==> src/design/touch_adaptive_debounce_assert.svh <==
// ============================================================================
// Touch debounce assertion macros
// Concurrent assertion wrappers on clk and rst_n, empty for synthesis.
// ============================================================================
`ifndef TOUCH_ADAPTIVE_DEBOUNCE_ASSERT_SVH
`define TOUCH_ADAPTIVE_DEBOUNCE_ASSERT_SVH

`ifndef SYNTHESIS
// check on every edge once reset is released
`define TAD_ASSERT(name, prop, msg) \
    name: assert property (@(posedge clk) disable iff (!rst_n) prop) else $error(msg);
// check on every edge, reset included
`define TAD_ASSERT_ALWAYS(name, prop, msg) \
    name: assert property (@(posedge clk) prop) else $error(msg);
`else
`define TAD_ASSERT(name, prop, msg)
`define TAD_ASSERT_ALWAYS(name, prop, msg)
`endif

`endif

==> src/design/tad_pkg.sv <==
// ============================================================================
// Touch debounce package
// Shared widths, register codes, reset values and beat types.
// ============================================================================
package tad_pkg;

    // fixed field widths
    localparam int FIELD_BITS    = 12;
    localparam int CFG_BITS      = 8;
    localparam int CFG_IDX_BITS  = 2;
    localparam int CFG_SQ_BITS   = 2 * CFG_BITS;
    localparam int COUNT_BITS    = 8;

    // default coordinate width of the held point
    localparam int COORD_BITS_DEF = 12;

    // register indexes
    localparam logic [CFG_IDX_BITS-1:0] CFG_MOVE_THR   = 2'd0;
    localparam logic [CFG_IDX_BITS-1:0] CFG_STABLE_THR = 2'd1;
    localparam logic [CFG_IDX_BITS-1:0] CFG_CONFIRM    = 2'd2;

    // register reset values
    localparam logic [CFG_BITS-1:0]    MOVE_THR_RST   = 8'd30;
    localparam logic [CFG_BITS-1:0]    STABLE_THR_RST = 8'd8;
    localparam logic [CFG_BITS-1:0]    CONFIRM_RST    = 8'd3;
    localparam logic [CFG_SQ_BITS-1:0] MOVE_SQ_RST    = 16'd900;
    localparam logic [CFG_SQ_BITS-1:0] STABLE_SQ_RST  = 16'd64;

    // stable count saturates here
    localparam logic [COUNT_BITS-1:0] COUNT_MAX = 8'hFF;

    typedef struct packed {
        logic                  touch_present;
        logic                  point_valid;
        logic [FIELD_BITS-1:0] raw_x;
        logic [FIELD_BITS-1:0] raw_y;
    } sample_t;

    typedef struct packed {
        logic [FIELD_BITS-1:0] pos_x;
        logic [FIELD_BITS-1:0] pos_y;
        logic                  pressed;
        logic                  moving;
    } result_t;

    // thresholds as the datapath uses them: squared distances
    typedef struct packed {
        logic [CFG_SQ_BITS-1:0] move_sq;
        logic [CFG_SQ_BITS-1:0] stable_sq;
        logic [CFG_BITS-1:0]    confirm;
    } cfg_t;

endpackage

==> src/design/tad_cfg.sv <==
// ============================================================================
// Touch debounce configuration registers
// Holds the squared thresholds and the confirm count.
// ============================================================================
module tad_cfg (
    input  logic                              clk,
    input  logic                              rst_n,
    input  logic                              cfg_wr_en,
    input  logic [tad_pkg::CFG_IDX_BITS-1:0]  cfg_index,
    input  logic [tad_pkg::CFG_BITS-1:0]      cfg_data,
    output tad_pkg::cfg_t                     cfg
);
    import tad_pkg::*;

    cfg_t                   cfg_reg;
    cfg_t                   cfg_next;
    logic [CFG_SQ_BITS-1:0] data_sq;

    // square the written value once, at write time
    always_comb
    begin
        data_sq  = CFG_SQ_BITS'(cfg_data) * CFG_SQ_BITS'(cfg_data);
        cfg_next = cfg_reg;
        if (cfg_wr_en)
        begin
            case (cfg_index)
                CFG_MOVE_THR:   cfg_next.move_sq   = data_sq;
                CFG_STABLE_THR: cfg_next.stable_sq = data_sq;
                CFG_CONFIRM:    cfg_next.confirm   = cfg_data;
                default:        cfg_next = cfg_reg;
            endcase
        end
    end

    always_ff @(posedge clk or negedge rst_n)
    begin
        if (!rst_n)
        begin
            cfg_reg.move_sq   <= MOVE_SQ_RST;
            cfg_reg.stable_sq <= STABLE_SQ_RST;
            cfg_reg.confirm   <= CONFIRM_RST;
        end
        else
        begin
            cfg_reg <= cfg_next;
        end
    end

    assign cfg = cfg_reg;

endmodule

==> src/design/tad_in_stage.sv <==
// ============================================================================
// Touch debounce input register
// Captures one sample beat and holds it until the core takes it.
// ============================================================================
module tad_in_stage (
    input  logic             clk,
    input  logic             rst_n,
    input  logic             sample_valid,
    output logic             sample_stall,
    input  tad_pkg::sample_t sample,
    input  logic             advance,
    output logic             held_valid,
    output tad_pkg::sample_t held_sample
);
    import tad_pkg::*;

    logic    valid_reg;
    logic    valid_next;
    logic    accept;
    sample_t data_reg;

    // take a new beat when empty or when the held one moves on this cycle
    assign sample_stall = valid_reg && !advance;
    assign accept       = sample_valid && !sample_stall;

    always_comb
    begin
        valid_next = valid_reg;
        if (accept)
        begin
            valid_next = 1'b1;
        end
        else if (advance)
        begin
            valid_next = 1'b0;
        end
    end

    always_ff @(posedge clk or negedge rst_n)
    begin
        if (!rst_n)
        begin
            valid_reg <= 1'b0;
        end
        else
        begin
            valid_reg <= valid_next;
        end
    end

    // payload holds no reset
    always_ff @(posedge clk)
    begin
        if (accept)
        begin
            data_reg <= sample;
        end
    end

    assign held_valid  = valid_reg;
    assign held_sample = data_reg;

endmodule

==> src/design/tad_core.sv <==
// ============================================================================
// Touch debounce core
// Distance test against the held point, state update and result register.
// ============================================================================
`include "touch_adaptive_debounce_assert.svh"

module tad_core #(
    parameter int COORD_BITS = tad_pkg::COORD_BITS_DEF
) (
    input  logic             clk,
    input  logic             rst_n,
    input  tad_pkg::cfg_t    cfg,
    input  logic             in_valid,
    input  tad_pkg::sample_t in_sample,
    output logic             advance,
    output logic             result_valid,
    input  logic             result_stall,
    output tad_pkg::result_t result
);
    import tad_pkg::*;

    localparam int SQ_BITS   = 2 * COORD_BITS;
    localparam int DIST_BITS = SQ_BITS + 1;

    logic [COORD_BITS-1:0] held_x_reg;
    logic [COORD_BITS-1:0] held_x_next;
    logic [COORD_BITS-1:0] held_y_reg;
    logic [COORD_BITS-1:0] held_y_next;
    logic                  held_pressed_reg;
    logic                  held_pressed_next;
    logic                  held_moving_reg;
    logic                  held_moving_next;
    logic [COUNT_BITS-1:0] stable_count_reg;
    logic [COUNT_BITS-1:0] stable_count_next;
    logic                  result_valid_reg;
    logic                  result_valid_next;

    logic [COORD_BITS-1:0] rx;
    logic [COORD_BITS-1:0] ry;
    logic [COORD_BITS-1:0] dx;
    logic [COORD_BITS-1:0] dy;
    logic [SQ_BITS-1:0]    sq_x;
    logic [SQ_BITS-1:0]    sq_y;
    logic [DIST_BITS-1:0]  dist_sq;
    logic                  take_move;
    logic                  take_stable;
    logic [COUNT_BITS-1:0] count_inc;

    // move a beat on when the result register is empty or being drained
    assign advance = in_valid && (!result_valid_reg || !result_stall);

    // squared distance from the held point
    always_comb
    begin
        rx          = COORD_BITS'(in_sample.raw_x);
        ry          = COORD_BITS'(in_sample.raw_y);
        dx          = (rx >= held_x_reg) ? (rx - held_x_reg) : (held_x_reg - rx);
        dy          = (ry >= held_y_reg) ? (ry - held_y_reg) : (held_y_reg - ry);
        sq_x        = SQ_BITS'(dx) * SQ_BITS'(dx);
        sq_y        = SQ_BITS'(dy) * SQ_BITS'(dy);
        dist_sq     = DIST_BITS'(sq_x) + DIST_BITS'(sq_y);
        take_move   = dist_sq > DIST_BITS'(cfg.move_sq);
        take_stable = dist_sq < DIST_BITS'(cfg.stable_sq);
        count_inc   = (stable_count_reg != COUNT_MAX) ? (stable_count_reg + 1'b1)
                                                      : stable_count_reg;
    end

    // next held state
    always_comb
    begin
        held_x_next       = held_x_reg;
        held_y_next       = held_y_reg;
        held_pressed_next = held_pressed_reg;
        held_moving_next  = held_moving_reg;
        stable_count_next = stable_count_reg;
        if (advance)
        begin
            if (!in_sample.touch_present)
            begin
                held_x_next       = '0;
                held_y_next       = '0;
                held_pressed_next = 1'b0;
                held_moving_next  = 1'b0;
                stable_count_next = '0;
            end
            else if (in_sample.point_valid)
            begin
                if (take_move)
                begin
                    held_x_next       = rx;
                    held_y_next       = ry;
                    held_pressed_next = 1'b1;
                    held_moving_next  = 1'b1;
                    stable_count_next = '0;
                end
                else if (take_stable)
                begin
                    stable_count_next = count_inc;
                    if (count_inc >= cfg.confirm)
                    begin
                        held_x_next       = rx;
                        held_y_next       = ry;
                        held_pressed_next = 1'b1;
                        held_moving_next  = 1'b0;
                    end
                end
            end
        end
    end

    // result beat is valid after each advance until drained
    always_comb
    begin
        result_valid_next = result_valid_reg;
        if (advance)
        begin
            result_valid_next = 1'b1;
        end
        else if (!result_stall)
        begin
            result_valid_next = 1'b0;
        end
    end

    always_ff @(posedge clk or negedge rst_n)
    begin
        if (!rst_n)
        begin
            held_x_reg       <= '0;
            held_y_reg       <= '0;
            held_pressed_reg <= 1'b0;
            held_moving_reg  <= 1'b0;
            stable_count_reg <= '0;
            result_valid_reg <= 1'b0;
        end
        else
        begin
            held_x_reg       <= held_x_next;
            held_y_reg       <= held_y_next;
            held_pressed_reg <= held_pressed_next;
            held_moving_reg  <= held_moving_next;
            stable_count_reg <= stable_count_next;
            result_valid_reg <= result_valid_next;
        end
    end

    // the held state is the published result; it only changes on advance
    assign result_valid  = result_valid_reg;
    assign result.pos_x  = FIELD_BITS'(held_x_reg);
    assign result.pos_y  = FIELD_BITS'(held_y_reg);
    assign result.pressed = held_pressed_reg;
    assign result.moving  = held_moving_reg;

    `TAD_ASSERT_ALWAYS(a_moving_pressed, held_moving_reg |-> held_pressed_reg, "moving without press")
    `TAD_ASSERT_ALWAYS(a_release_origin, !held_pressed_reg |-> (held_x_reg == '0 && held_y_reg == '0), "released point not at origin")
    `TAD_ASSERT(a_release_clear, (advance && !in_sample.touch_present) |=> (!held_pressed_reg && stable_count_reg == '0), "release did not clear state")
    `TAD_ASSERT(a_move_publish, (advance && in_sample.touch_present && in_sample.point_valid && take_move) |=> (held_moving_reg && stable_count_reg == '0), "move bypass not published")
    `TAD_ASSERT(a_hold_on_stall, !advance |=> ($stable(held_x_reg) && $stable(held_y_reg) && $stable(stable_count_reg)), "state changed without advance")

endmodule

==> src/design/touch_adaptive_debounce.sv <==
// Path: a sample beat is held in the input register, then the distance test and
// state update load the held-state result register. Throughput: one sample per
// cycle while result_stall is low or the result register is empty.
// Reset (rst_n low, asynchronous): point released at (0,0), count cleared,
// thresholds back to move 30, stable 8, confirm 3; no clearing pass.
// ============================================================================
// Touch debounce top level
// Adaptive debounce of touch samples with a fast-move bypass.
// ============================================================================
module touch_adaptive_debounce #(
    parameter int COORD_BITS = tad_pkg::COORD_BITS_DEF
) (
    input  logic                             clk,
    input  logic                             rst_n,
    input  logic                             cfg_wr_en,
    input  logic [tad_pkg::CFG_IDX_BITS-1:0] cfg_index,
    input  logic [tad_pkg::CFG_BITS-1:0]     cfg_data,
    input  logic                             sample_valid,
    output logic                             sample_stall,
    input  tad_pkg::sample_t                 sample,
    output logic                             result_valid,
    input  logic                             result_stall,
    output tad_pkg::result_t                 result
);
    import tad_pkg::*;

    cfg_t    cfg;
    logic    held_valid;
    sample_t held_sample;
    logic    advance;

    // configuration registers
    tad_cfg u_cfg (
        .clk       (clk),
        .rst_n     (rst_n),
        .cfg_wr_en (cfg_wr_en),
        .cfg_index (cfg_index),
        .cfg_data  (cfg_data),
        .cfg       (cfg)
    );

    // input register
    tad_in_stage u_in_stage (
        .clk          (clk),
        .rst_n        (rst_n),
        .sample_valid (sample_valid),
        .sample_stall (sample_stall),
        .sample       (sample),
        .advance      (advance),
        .held_valid   (held_valid),
        .held_sample  (held_sample)
    );

    // distance test, state and result register
    tad_core #(
        .COORD_BITS (COORD_BITS)
    ) u_core (
        .clk          (clk),
        .rst_n        (rst_n),
        .cfg          (cfg),
        .in_valid     (held_valid),
        .in_sample    (held_sample),
        .advance      (advance),
        .result_valid (result_valid),
        .result_stall (result_stall),
        .result       (result)
    );

endmodule
==> config.mk <==
export PLATFORM = sky130hd
export DESIGN_NAME = touch_adaptive_debounce
export DESIGN_NICKNAME = d
export VERILOG_FILES = /design/src/design/tad_pkg.sv /design/src/design/tad_cfg.sv /design/src/design/tad_in_stage.sv /design/src/design/tad_core.sv /design/src/design/touch_adaptive_debounce.sv
export VERILOG_INCLUDE_DIRS = /design/src /design/src/design
export SDC_FILE = /design/constraint.sdc
export NUM_CORES = 1
export LEC_CHECK = 0
export ABC_AREA = 1
export ABC_CLOCK_PERIOD_IN_PS = 10900
export BUFFER_PORTS_ARGS = -buffer_cell sky130_fd_sc_hd__buf_2
export CORE_ASPECT_RATIO = 0.75
export CORE_MARGIN = 2
export CORE_UTILIZATION = 45
export DETAILED_ROUTE_END_ITERATION = 7
export PLACE_DENSITY = 0.7
export SLEW_MARGIN = 0
export SYNTH_ARGS = -nofsm -noshare
export SYNTH_HDL_FRONTEND = slang
export SYNTH_SLANG_ARGS = --single-unit
==> constraint.sdc <==
create_clock -name clk -period 10.9 [get_ports clk]
set_input_delay 1.635 -clock clk [delete_from_list [all_inputs] [get_ports clk]]
set_output_delay 1.635 -clock clk [all_outputs]
set_load 0.1 [all_outputs]
==> metrics.md, run 1 <==
| Metric | Value |
|---|---|
| DR iter-0 viols | `1080` |
| Critical Path Max Stage Delay | `0.60 ns` |
| Pins Over Slew Limit | `0` |
| Register area share after synthesis | `0.1516` |
| Layout cells sized above 1 | `0.05449` |
| Fmax | `between 0.09 and 0.1 GHz` |
| CP arrival | `between 10 and 15 ns` |
| Hold Path Origin | `u_core.held_pressed_reg` |
| Worst endpoint required time | `around 11 ns` |
| Number of diodes | `0` |
| # setup viols final | `0` |
| CTS tree | `built` |
| FFs w/ async S/R, synth | `0.7400` |
| Final hold violations | `0` |
| Clock Path Buffers | `2` |
| CP max FO | `17` |
| Clock Sinks | `100` |
| Clock skew | `roughly 0.01 ns` |
| Routed met3 length | `roughly 3.5 mm` |
| Post-route clock period utilization | `0.9401` |
| Leading area contributor after synthesis | `fa_1` |
| Met2 wire length | `roughly 19 mm` |
| Setup CP Type | `register to register` |
| Fin crit period | `approximately 10 ns` |
| Top Layer Used | `met4` |
| Overall Global Routing Usage | `0.2270` |
| Max-cap violations | `0` |
| Die W | `roughly 230 um` |
| Largest register FFs | `38` |
| Multi-input gate area | `approximately 12000 sq um` |
| Via density | `approximately 5.0` |
| CTS clk-pin slew, worst paths | `approximately 0.08 ns` |
| Relative slew slack | `0.2889` |
| Main area contributors after synthesis | `fa_1, ha_1, inv_1, nand2_1, dfrtp_1` |
| Root Driver | `clkbuf_16` |
| Fillers | `3712` |
| Hold-fix buffer count after cts | `0` |
| Flop2flop setup slack | `0.65 ns` |
| Worst-Skew Late Latency | `around 0.37 ns` |
| NumNets Final | `roughly 2800` |
| CP endpoint kind | `register` |
| Total wire length | `roughly 44 mm` |
| Die area | `40320 sq um` |
| Cell at the slowest stage of the critical path | `fa_1` |
| DRC | `0` |
| Crit path from | `u_core.held_x_reg[7]` |
| Via Count | `14139` |
| Gr ovfl total | `0` |
| Row cnt | `62` |
| Largest net degree at the start of global routing | `75` |
| Starting Density | `0.4555` |
| First-pass DRT Iterations | `8` |
| R2R cell count | `47` |
| Dpl hpwl | `roughly 38 mm` |
| Cell count after synthesis | `around 2200` |
| Worst r2r src | `u_core.held_x_reg[7]` |
| Most common cell after layout, fill and taps aside | `inv_1` |
| Mapped Nets | `~2700` |
| FF/Latch Area | `2641 sq um` |
| CTS buffer count | `9` |
| CTS H-tree depth | `3` |
| Hold Path Class | `register to register` |
| Met1 Wirelength | `about 21 mm` |
| Post-route cell area | `approximately 19000 sq um` |
| Top_reg_cell synth | `dfrtp_1` |
| Core Region | `around 38000 sq um` |
| Cell Area, Synth | `between 15000 and 20000 sq um` |
| Most frequent cells in the layout | `inv_1, nand2_1, fa_1` |
| Synth Warn # | `0` |
| Initial antenna violation count | `0` |
| Cell variety after synth | `45` |
| Syn Area/Cell | `a little under 8 sq um` |
| IO Port Bufs | `68` |
| Most common cell on crit path | `nand2_1` |
| First-pass GRT wire length | `roughly 73 mm` |
| DIE HEIGHT | `174.4 um` |
| Worst-margin pin slew | `~1.1 ns` |
| Number of global-route vias before repair | `between 10000 and 15000` |
| Antenna Nets Post-Route | `0` |
| TNS Setup | `0 ns` |
| Post-DP Area | `around 18000 sq um` |
| Drt wl/cell | `15.71 um` |
| Num ports | `slightly below 70` |
| Post-synth EDFFs | `26` |
| Critical Path Sink | `u_core.held_x_reg[4]` |
| Startpoint types | `register` |
| Crit Reg-Reg Endpoint | `u_core.held_x_reg[4]` |
| Global placement routability congestion | `approximately 0.93` |
| Yosys top cell area share | `0.2643` |
| Register bit total from synthesis | `100` |
| Outcome | `finished clean` |
| Syn-to-layout area delta | `6.630%` |
layer usage:
layer  track usage  vias up
met3       0.04921       61
met2        0.3448      513
met5             0        -
met1        0.3333     6747
li1              -     6818
met4       0.04543        0
through the flow:
step	worst slack (ns)	utilization	hold slack, ns	std cells
5_1_grt	-0.007190	0.4857	0.5135	2806
2_1_floorplan	1.692	-	0.4431	2246
4_1_cts	0.2804	0.4846	0.4932	2803
6_report	0.6534	0.4857	0.4878	2806
3_3_place_gp	0.3515	0.4769	0.4560	2787
3_5_place_dp	0.3149	0.4769	0.4757	2787
kinds of logic (layout without fill, tap and decap cells):
logic type,Yosys count,in the layout,synth area share
simple gates,787,788,0.1852
buf+inv,642,689,0.1414
flops,100,100,0.1516
compound gates,192,192,0.06199
fa+ha+maj,449,449,0.4216
xor+xnor,76,76,0.03821
cell usage after synthesis (3+ instances only):
library cell,count
a221oi_1,4
nand3_1,55
ha_1,219
o21bai_1,12
fa_1,230
dfstp_2,7
nor3_1,14
clkbuf_1,22
or2_2,4
o21ai_0,66
nand4_1,36
xor2_1,59
a21o_1,10
clkinv_1,4
nand2_1,492
o21ai_1,12
inv_1,588
xnor2_1,17
dfrtp_1,67
buf_1,3
edfxtp_1,26
nor2_1,171
buf_2,18
nand3b_1,4
nor2_2,4
buf_6,3
a21oi_1,75
timing repair:
action | 4_1_cts | 5_1_grt
endpoints found under the setup margin | 0 | 34
setup buffers | 0 | 2
gates resized for setup | 0 | 6
worst min path at each step:
stage	to	slack, ns	cells after the start
after floorplan	u_core.held_moving_reg	0.44	2
after global placement	u_core.held_pressed_reg	0.46	2
after detailed placement	u_core.held_pressed_reg	0.48	2
after CTS	u_core.result_valid	0.49	2
after global routing	u_cfg.cfg[5]	0.51	2
final	u_core.held_pressed_reg	0.49	2
worst max-delay path, delay by kind of cell (launching register included):
| kind | cells | cell delay, ns |
|---|---|---|
| adder cells (fa/ha/maj) | 10 | 4.69 |
| AND/OR/NAND/NOR | 20 | 2.42 |
| buffers and inverters | 11 | 1.28 |
| AO/OA/AOI/OAI | 5 | 1.01 |
| flip-flops | 1 | 0.40 |
| XOR/XNOR | 1 | 0.28 |
layout make-up:
type,instances,share of cell area
Clock inverter,7,0.003705
Clock buffer,9,0.01213
Sequential cell,100,0.1422
Tap cell,512,0.03449
Inverter,594,0.1204
Multi-Input combinational cell,1505,0.6641
Timing Repair Buffer,79,0.02290
Power of run 1 is left out: the tool's default activity adds up to more than one toggle a clock period on the data nets, which glitch-free logic cannot reach.
==> inputs of run 2 (changes only) <==
--- a/config.mk
+++ b/config.mk
@@ -11,9 +11,9 @@
 export BUFFER_PORTS_ARGS = -buffer_cell sky130_fd_sc_hd__buf_2
 export CORE_ASPECT_RATIO = 0.75
 export CORE_MARGIN = 2
-export CORE_UTILIZATION = 45
+export CORE_UTILIZATION = 55
 export DETAILED_ROUTE_END_ITERATION = 7
-export PLACE_DENSITY = 0.7
+export PLACE_DENSITY = 0.81
 export SLEW_MARGIN = 0
 export SYNTH_ARGS = -nofsm -noshare
 export SYNTH_HDL_FRONTEND = slang
==> metrics.md, run 2 (same netlist as run 1, synthesis figures left out) <==
| Metric | Value |
|---|---|
| Root Driver | `clkbuf_16` |
| First-pass DRT Iterations | `5 (-3)` |
| Starting Density | `0.5574 (+0.1019)` |
| Antenna Nets Post-Route | `0 (unchanged)` |
| # setup viols final | `0 (unchanged)` |
| Relative slew slack | `0.2375 (-0.05140)` |
| Die W | `209.5 um (-9.4%)` |
| Layout cells sized above 1 | `0.05529 (+0.0007995)` |
| Core Region | `31250 sq um (-18%)` |
| Post-route clock period utilization | `0.9389 (-0.001110)` |
| NumNets Final | `2782 (+0.11%)` |
| Outcome | `finished clean` |
| CTS tree | `built` |
| CP endpoint kind | `register` |
| Startpoint types | `register` |
| Die area | `33130 sq um (-18%)` |
| DIE HEIGHT | `158.1 um (-9.3%)` |
| Gr ovfl total | `0 (unchanged)` |
| Clock skew | `0.01252 ns (+0.002480 ns)` |
| Hold-fix buffer count after cts | `0 (unchanged)` |
| Global placement routability congestion | `1.005 (+7.6%)` |
| Hold Path Class | `register to register` |
| Pins Over Slew Limit | `0 (unchanged)` |
| Post-route cell area | `18480 sq um (-0.52%)` |
| Via Count | `14327 (+1.3%)` |
| CTS buffer count | `9 (unchanged)` |
| Max-cap violations | `0 (unchanged)` |
| Worst-margin pin slew | `1.144 ns (+0.07710 ns)` |
| Num ports | `69 (unchanged)` |
| Dpl hpwl | `37.41 mm (-0.54%)` |
| WHS | `0.4912 ns (+0.003385 ns)` |
| Cell at the slowest stage of the critical path | `fa_1` |
| First-pass GRT wire length | `71.58 mm (-1.9%)` |
| DR iter-0 viols | `1113 (+3.1%)` |
| Most common cell on crit path | `nand2_1` |
| Initial antenna violation count | `0 (unchanged)` |
| Syn-to-layout area delta | `6.077%` |
| Setup CP Type | `register to register` |
| Row cnt | `56 (-9.7%)` |
| Critical Path Max Stage Delay | `0.59 ns (about the same)` |
| IO Port Bufs | `68 (unchanged)` |
| Number of diodes | `0 (unchanged)` |
| CP arrival | `10.53 ns (+0.03 ns)` |
| Overall Global Routing Usage | `0.2762 (+0.04926)` |
| CTS clk-pin slew, worst paths | `0.08 ns (about the same)` |
| Number of global-route vias before repair | `14432 (-0.028%)` |
| Clock Sinks | `100 (unchanged)` |
| Final hold violations | `0 (unchanged)` |
| Unrepaired setup endpoints after global routing | `false` |
| Most common cell after layout, fill and taps aside | `inv_1` |
| Worst endpoint required time | `11.20 ns (+0.05 ns)` |
| CP max FO | `15 (-2)` |
| CTS H-tree depth | `3 (unchanged)` |
| TNS Setup | `0 ns (unchanged)` |
| Post-DP Area | `18100 sq um (-0.77%)` |
| Clock Path Buffers | `2 (unchanged)` |
| Most frequent cells in the layout | `inv_1, nand2_1, fa_1` |
| Fin crit period | `10.23 ns (-0.01210 ns)` |
| Fmax | `0.09771 GHz (+0.12%)` |
| Via density | `5.300 (+5.2%)` |
| Drt wl/cell | `16.36 um (+4.1%)` |
| Largest net degree at the start of global routing | `75 (unchanged)` |
| Largest register FFs | `38 (unchanged)` |
| Total wire length | `44.22 mm (+0.30%)` |
| Worst-Skew Late Latency | `0.37 ns (about the same)` |
| DRC | `0 (unchanged)` |
## run 2: changes by cell type in the layout (fill, tap and decap cells not counted), sizes merged
cell,before,now
inv,593,594
clkinv,5,4
buf,79,81
nand3,58,59
## run 2: worst paths after layout
| path | startpoint | end | slack (ns) | cells after the start |
|---|---|---|---|---|
| setup / recovery | u_core.held_x_reg[7] | u_core.held_y_reg[3] | 0.67 | 47 |
| hold / removal | u_core.held_pressed_reg | u_core.held_pressed_reg | 0.49 | 2 |
| setup reg to reg | u_core.held_x_reg[7] | u_core.held_y_reg[3] | 0.67 | 47 |
| hold reg to reg | u_core.held_pressed_reg | u_core.held_pressed_reg | 0.49 | 2 |
| max in group asynchronous | rst_n | u_cfg.cfg[34] | 8.81 | 1 |
| min in group asynchronous | rst_n | u_core.held_x_reg[8] | 1.40 | 1 |
## run 2: worst max-delay path, delay by kind of cell (launching register included)
family | cells | cell delay, ns
buffers and inverters | 10 | 1.04
DFF | 1 | 0.40
xor gates and xnor gates | 1 | 0.26
adders and majority gates | 10 | 4.64
AOI/OAI and AO/OA | 6 | 0.97
and+or+nand+nor | 20 | 2.82
## run 2: final cells by class
class,count,area [sq um]
inverters,594,2237
flip-flops and latches,100,2641
multi-input cells,1506,12350
clock buffers,9,225.2
repair buffers,81,440.4
fillers,2745,12770
well taps,406,508.0
clock inverters,7,75.07
## run 2: per-stage QoR
stage / instances / setup slack, ns / util
after floorplan: 2246 / 1.692 / -
after global placement: 2680 / 0.5614 / 0.5791
after detailed placement: 2680 / 0.4288 / 0.5791
after CTS: 2696 / 0.3607 / 0.5887
after global routing: 2703 / 0.01096 / 0.5913
final: 2703 / 0.6655 / 0.5913
## run 2: repair_timing
| item | 4_1_cts | 5_1_grt |
|---|---|---|
| gates resized for setup | 0 | 6 |
| setup buffers | 0 | 5 |
| setup endpoints to repair | 0 | 34 |
## run 2: routing by layer
metal,part of all wire,vias up,wire [um],GRT usage
li1,-,6820,-,-
met1,0.44,6867,19610,0.3759
met2,0.43,561,19080,0.4368
met3,0.10,79,4600,0.08292
met4,0.021,0,937,0.06484
met5,0,-,0,0
Power of run 2 is left out for the same reason.
